[src/hdl/multi_offset_xor_pad_decrypt_top_defines.svh]
// Assertion macros shared by the pad decrypt RTL.
// Included by the modules that carry concurrent checks; no other dependencies.
`ifndef MULTI_OFFSET_XOR_PAD_DECRYPT_TOP_DEFINES_SVH
`define MULTI_OFFSET_XOR_PAD_DECRYPT_TOP_DEFINES_SVH
`ifndef SYNTHESIS
`define MXPD_ASSERT_IMPLIES(name, clk, rst, ante, cons) \
   name: assert property (@(posedge clk) disable iff (rst) (ante) |-> (cons)) \
      else $error("same-cycle check failed");
`define MXPD_ASSERT_NEXT(name, clk, rst, ante, cons) \
   name: assert property (@(posedge clk) disable iff (rst) (ante) |=> (cons)) \
      else $error("next-cycle check failed");
`else
`define MXPD_ASSERT_IMPLIES(name, clk, rst, ante, cons)
`define MXPD_ASSERT_NEXT(name, clk, rst, ante, cons)
`endif
`endif

[src/hdl/mxpd_pkg.sv]
// Types and fixed constants of the multi-offset pad decryptor.
// No dependencies; imported by every module of the block.
package mxpd_pkg;

   localparam int DIVIDEND_W    = 32;
   localparam int PAD_LENGTH_W  = 18;
   localparam int TOKEN_W       = 32;
   localparam int BYTE_W        = 8;
   localparam int CSR_DATA_W    = 32;
   localparam int CSR_ADDR_W    = 3;
   localparam int WORD_BYTES    = 4;

   localparam logic [PAD_LENGTH_W-1:0] PAD_LENGTH_RESET = 18'h20000;
   localparam logic [TOKEN_W-1:0]      TOKEN_RESET      = 32'd1337;

   localparam logic REG_PAD_LENGTH = 1'b0;
   localparam logic REG_PAD_SHIFT  = 1'b1;

   localparam logic CMD_PAD  = 1'b0;
   localparam logic CMD_FILE = 1'b1;

   typedef enum logic [1:0] {
      SEL_ASM,
      SEL_TOKEN,
      SEL_OFFSET,
      SEL_POS
   } div_sel_type;

   typedef enum logic [3:0] {
      ST_IDLE,
      ST_HDR_START,
      ST_HDR_WAIT,
      ST_TOK_START,
      ST_TOK_WAIT,
      ST_RED_START,
      ST_RED_WAIT,
      ST_POS_START,
      ST_POS_WAIT,
      ST_BASE,
      ST_ISSUE,
      ST_DRAIN,
      ST_FINISH
   } state_type;

   typedef struct packed {
      logic        ready;
      logic        div_start;
      div_sel_type div_sel;
      logic        div_store;
      logic        idx_clear;
      logic        idx_step;
      logic        stale_clear;
      logic        base_load;
      logic        issue;
      logic        finish;
   } cmd_type;

   typedef struct packed {
      logic accept_hdr_word;
      logic accept_data;
      logic stale;
      logic div_busy;
      logic div_done;
      logic idx_last;
      logic pipe_empty;
      logic out_free;
   } status_type;

endpackage

[src/hdl/mxpd_ctrl.sv]
// Controller state machine: sequences header reduction, re-reduction and pad reads.
// Depends on mxpd_pkg and the assertion macro header.
`include "multi_offset_xor_pad_decrypt_top_defines.svh"
module mxpd_ctrl (
   input  logic                 clock,
   input  logic                 reset,
   input  mxpd_pkg::status_type status,
   output mxpd_pkg::cmd_type    cmd
);
   import mxpd_pkg::*;

   state_type state_ff, state_in;

   always_ff @(posedge clock) begin
      if (reset) begin
         state_ff <= ST_IDLE;
      end else begin
         state_ff <= state_in;
      end
   end

   always_comb begin
      state_in    = state_ff;
      cmd         = '0;
      cmd.div_sel = SEL_ASM;
      unique case (state_ff)
         ST_IDLE: begin
            cmd.ready = 1'b1;
            if (status.accept_hdr_word) begin
               state_in = ST_HDR_START;
            end else if (status.accept_data) begin
               state_in = status.stale ? ST_TOK_START : ST_BASE;
            end
         end
         ST_HDR_START: begin
            cmd.div_start = 1'b1;
            state_in      = ST_HDR_WAIT;
         end
         ST_HDR_WAIT: begin
            if (status.div_done) begin
               cmd.div_store = 1'b1;
               state_in      = ST_IDLE;
            end
         end
         ST_TOK_START: begin
            cmd.div_sel   = SEL_TOKEN;
            cmd.div_start = 1'b1;
            cmd.idx_clear = 1'b1;
            state_in      = ST_TOK_WAIT;
         end
         ST_TOK_WAIT: begin
            cmd.div_sel = SEL_TOKEN;
            if (status.div_done) begin
               cmd.div_store = 1'b1;
               state_in      = ST_RED_START;
            end
         end
         ST_RED_START: begin
            cmd.div_sel   = SEL_OFFSET;
            cmd.div_start = 1'b1;
            state_in      = ST_RED_WAIT;
         end
         ST_RED_WAIT: begin
            cmd.div_sel = SEL_OFFSET;
            if (status.div_done) begin
               cmd.div_store = 1'b1;
               if (status.idx_last) begin
                  state_in = ST_POS_START;
               end else begin
                  cmd.idx_step = 1'b1;
                  state_in     = ST_RED_START;
               end
            end
         end
         ST_POS_START: begin
            cmd.div_sel   = SEL_POS;
            cmd.div_start = 1'b1;
            state_in      = ST_POS_WAIT;
         end
         ST_POS_WAIT: begin
            cmd.div_sel = SEL_POS;
            if (status.div_done) begin
               cmd.div_store   = 1'b1;
               cmd.stale_clear = 1'b1;
               state_in        = ST_BASE;
            end
         end
         ST_BASE: begin
            cmd.base_load = 1'b1;
            cmd.idx_clear = 1'b1;
            state_in      = ST_ISSUE;
         end
         ST_ISSUE: begin
            cmd.issue = 1'b1;
            if (status.idx_last) begin
               state_in = ST_DRAIN;
            end else begin
               cmd.idx_step = 1'b1;
            end
         end
         ST_DRAIN: begin
            if (status.pipe_empty) begin
               state_in = ST_FINISH;
            end
         end
         ST_FINISH: begin
            if (status.out_free) begin
               cmd.finish = 1'b1;
               state_in   = ST_IDLE;
            end
         end
         default: begin
            state_in = ST_IDLE;
         end
      endcase
   end

   `MXPD_ASSERT_IMPLIES(a_ready_when_quiet, clock, reset, cmd.ready, status.pipe_empty && !status.div_busy)
   `MXPD_ASSERT_IMPLIES(a_start_when_free, clock, reset, cmd.div_start, !status.div_busy)

endmodule

[config.mk]
export PLATFORM = sky130hd
export DESIGN_NAME = mxpd_ctrl
export DESIGN_NICKNAME = d
export VERILOG_FILES = /design/src/hdl/mxpd_pkg.sv /design/src/hdl/mxpd_ctrl.sv
export VERILOG_INCLUDE_DIRS = /design/src /design/src/hdl
export SDC_FILE = /design/constraint.sdc
export NUM_CORES = 1
export LEC_CHECK = 0
export BUFFER_PORTS_ARGS = -buffer_cell sky130_fd_sc_hd__buf_4
export CORE_AREA = 2 2 39 41
export DETAILED_ROUTE_END_ITERATION = 16
export DIE_AREA = 0 0 41 43
export PLACE_DENSITY = 0.66
export SLEW_MARGIN = 40
export SYNTH_ARGS = -nofsm -noshare
export SYNTH_HDL_FRONTEND = slang
export SYNTH_SLANG_ARGS = --single-unit
[constraint.sdc]
create_clock -name clock -period 2.9 [get_ports clock]
set_input_delay 0.29 -clock clock [delete_from_list [all_inputs] [get_ports clock]]
set_output_delay 0.29 -clock clock [all_outputs]
set_load 0.02 [all_outputs]
==> metrics.md <==
| Metric | Value |
|---|---|
| Die width | 41 um |
| Cells after Synth | 68 |
| I/O Pins | 21 |
| Unrepaired setup endpoints after global routing | false |
| Antenna Nets Post-Route | 0 |
| Largest net degree at the start of global routing | 22 |
| Clock root buffer master | sky130_fd_sc_hd__clkbuf_4 |
| Net count reported at finish | 95 |
| Worst ir drop on vdd | 0.4662 mV |
| Iteration-0 DRC Markers | 8 |
| Internal Pwr Total | 0.3318 mW |
| Final routed wirelength across all metal layers | 1101 um |
| Syn Std Cell Area | 506.7 sq um |
| Final standard cell count with taps included and fillers excluded | 99 |
| Number of placed cells counting well taps | 96 |
| Skew-Pair Late Insertion Delay | 0.23 ns |
| Final cycle utilization of the critical path | 71.41% |
| Number of nets in the synthesized netlist | 78 |
| Number of global-route vias before repair | 391 |
| Proportion of synthesized chip area in sequential cells | 15.80% |
| GRT overflow | 0 |
| Fraction of power spent switching nets | 48.81% |
| Number of vias after detailed routing | 533 |
| Number of flip-flops in the largest register | 4 |
| Startpoint class of the critical path | flip-flop |
| DIE HEIGHT | 43 um |
| Share of total power in sequential cells | 28.3% |
| Path class of the lowest-slack min-delay path | in -> reg |
| Vias per std cell | 5.384 |
| Antenna violations before repair | 0 |
| Worst Path Max Fanout | 21 |
| Post-Route Skew | 0.003864 ns |
| Headroom to the max-slew limit | 56.92% |
| Post-CTS Setup Repair Bufs | 0 |
| Count of state elements after synthesis | 4 |
| First-pass GRT wire length | 1745 um |
| Standard-cell rows | 14 |
| Non-Filler Cell Area, Final | 658.1 sq um |
| Crit path required time | 2.61 ns |
| Maximum root-to-sink buffer count | 2 |
| Instance count along the most critical hold path | 3 |
| Post-route minimum period | 2.071 ns |
| Total setup violations reported at the end of the flow | 0 |
| Static leakage | 0.2724 nW |
| PD cells | 984.9 nW/um^2 |
| Final Total Pwr | 0.6482 mW |
| CTS tree | yes |
| Hold violation total from the final report | 0 |
| Post-Synthesis Mean Instance Area | 7.452 sq um |
| Utilization after layout | 47.56% |
| Launch point of the worst hold path | reset |
| Combinational cell fraction of total power | 61.3% |
| Maximum operating frequency | 0.4829 GHz |
| Final number of max-transition violations | 0 |
| Max-cap violations | 0 |
| First-pass DRT Iterations | 4 |
| Status | complete, no violations |
| H-tree Lvls | 1 |
| Number of buffers created by CTS | 3 |
| Growth of design area from synthesis to finish | 29.88% |
| Total DRC errors in the routed layout | 0 |
| Origin of the worst setup path | state_ff[3] |
| Clk sinks | 4 |
| Transition at the pin with the smallest max-transition slack | 0.6453 ns |
| Port bufs | 19 |
| Effective utilization at floorplan | 36.62% |
| Most frequent standard cell in the layout excluding fill and tap cells | sky130_fd_sc_hd__buf_4 |
| Worst-path clk slew | 0.04 ns |
| Post-cts hold buffer count | 0 |
| Critical path class | reg -> out |
| Cell count of the worst reg-to-reg path | 4 |
| Count of inserted antenna diode cells | 0 |
| Sum Neg Setup Slack | 0 ns |
| Registers with the most flip-flops | state_ff (4) |
| Arrival time reported for the critical path endpoint | 1.78 ns |
| HPWL after detailed placement | 772.6 um |
| Most frequent cells in the layout | sky130_fd_sc_hd__buf_4 (19), sky130_fd_sc_hd__nor2_1 (7), sky130_fd_sc_hd__nand2_1 (5), sky130_fd_sc_hd__nor3b_1 (5), sky130_fd_sc_hd__dfxtp_1 (4) |
| Top register by number of flip-flops | state_ff |
| Synthesis warning total | 0 |
| Switching power total | 0.3164 mW |
| Worst setup EP type | output pin |
| Count of cells resized by post-cts repair | 0 |
| Clk pwr share | 10.3% |
| Placed standard-cell area | 635.6 sq um |
| All-layer global routing usage | 13.76% |
| Number of filler instances in the final layout | 148 |
| Number of library cell types mapped by synthesis | 34 |
| Overall die area | 1763 sq um |
| Placeable Area | 1384 sq um |
| Final weighted congestion in routability-driven placement | 0.7339 |
| Fraction of final layout cells sized beyond drive strength 1 | 31.33% |
| Reg-to-reg startpoint | state_ff[3] |
| WL/cell | 11.12 um |
power by group through the flow:
stage | clock [mW] | combinational (mW) | sequential, mW
global placement | 0 | 0.399 | 0.184
CTS | 0.0707 | 0.402 | 0.183
finish | 0.0671 | 0.397 | 0.184
detailed placement | 0 | 0.401 | 0.184
global route | 0.0747 | 0.433 | 0.199
floorplan | 0 | 0.380 | 0.0897
final timing paths:
check,end,slack [ns]
setup / recovery,cmd[8],0.83
hold / removal,state_ff[1],0.35
setup reg to reg,state_ff[0],0.89
hold reg to reg,state_ff[1],0.68
synthesized netlist by cell type:
| library cell | count | share of area, % |
|---|---|---|
| sky130_fd_sc_hd__o31a_1 | 1 | 1.7 |
| sky130_fd_sc_hd__or2_2 | 1 | 1.2 |
| sky130_fd_sc_hd__a21boi_0 | 2 | 3.0 |
| sky130_fd_sc_hd__xor2_1 | 2 | 3.5 |
| sky130_fd_sc_hd__o2111a_1 | 1 | 2.2 |
| sky130_fd_sc_hd__nand3b_1 | 2 | 3.0 |
| sky130_fd_sc_hd__or4b_4 | 1 | 2.7 |
| sky130_fd_sc_hd__nor3b_1 | 5 | 7.4 |
| sky130_fd_sc_hd__a21o_1 | 1 | 1.5 |
| sky130_fd_sc_hd__nor4b_1 | 1 | 1.7 |
| sky130_fd_sc_hd__o21ai_0 | 3 | 3.0 |
| sky130_fd_sc_hd__a2111oi_0 | 1 | 1.7 |
| sky130_fd_sc_hd__a211o_1 | 1 | 1.7 |
| sky130_fd_sc_hd__xnor2_1 | 1 | 1.7 |
| sky130_fd_sc_hd__a2bb2oi_2 | 1 | 3.0 |
| sky130_fd_sc_hd__o22ai_1 | 1 | 1.2 |
| sky130_fd_sc_hd__o32a_1 | 1 | 2.0 |
| sky130_fd_sc_hd__nand2b_1 | 2 | 2.5 |
| sky130_fd_sc_hd__mux2i_1 | 2 | 4.0 |
| sky130_fd_sc_hd__o211ai_2 | 1 | 2.5 |
| sky130_fd_sc_hd__and3b_1 | 1 | 1.7 |
| sky130_fd_sc_hd__dfxtp_1 | 4 | 16 |
| sky130_fd_sc_hd__nand2_1 | 5 | 3.7 |
| sky130_fd_sc_hd__a21oi_1 | 2 | 2.0 |
| sky130_fd_sc_hd__nor4_1 | 1 | 1.2 |
| sky130_fd_sc_hd__clkbuf_1 | 1 | 0.74 |
| sky130_fd_sc_hd__mux2_1 | 1 | 2.2 |
| sky130_fd_sc_hd__or4_1 | 1 | 1.5 |
| sky130_fd_sc_hd__nor4bb_1 | 1 | 2.0 |
| sky130_fd_sc_hd__buf_2 | 6 | 5.9 |
| sky130_fd_sc_hd__nor3_1 | 3 | 3.0 |
| sky130_fd_sc_hd__nor2b_1 | 2 | 2.5 |
| sky130_fd_sc_hd__nor2_1 | 7 | 5.2 |
| sky130_fd_sc_hd__inv_1 | 2 | 1.5 |
cell type report:
cell class | instances | area, sq um | share of cell area, %
Clock buffer | 3 | 22.52 | 3.422
Inverter | 2 | 7.507 | 1.141
Multi-Input combinational cell | 55 | 385.4 | 58.56
Sequential cell | 4 | 80.08 | 12.17
Tap cell | 16 | 20.02 | 3.042
Timing Repair Buffer | 19 | 142.6 | 21.67
routing by layer:
layer	up-vias	global-route usage (%)	routed length (um)
li1	282	-	-
met1	238	22.83	555
met2	13	18.75	487
met3	0	3.141	58
met4	0	0	0
met5	-	0	0
stage by stage:
stage | setup WS [ns] | hold WS [ns]
2_1_floorplan | 0.9059 | 0.4611
5_1_grt | 0.7093 | 0.3814
6_report | 0.8290 | 0.3540
4_1_cts | 0.8290 | 0.3517
3_5_place_dp | 0.9070 | 0.5918
3_3_place_gp | 0.9293 | 0.5978
kinds of logic (layout without fill, tap and decap cells):
logic type                after synthesis  after routing  synth area share, %
buffers and inverters                   9             24                8.148
DFF                                     4              4                15.80
muxes                                   3              3                6.173
xor gates and xnor gates                3              3                5.186
and+or+nand+nor                        33             33                39.26
AOI/OAI and AO/OA                      16             16                25.43
worst max-delay path: stages, from the launching register on:
cell                      delay, ns
sky130_fd_sc_hd__dfxtp_1       0.72
sky130_fd_sc_hd__or4b_4        0.57
sky130_fd_sc_hd__o21ai_0       0.09
sky130_fd_sc_hd__buf_4         0.16
(Power assumes the default switching activity.)
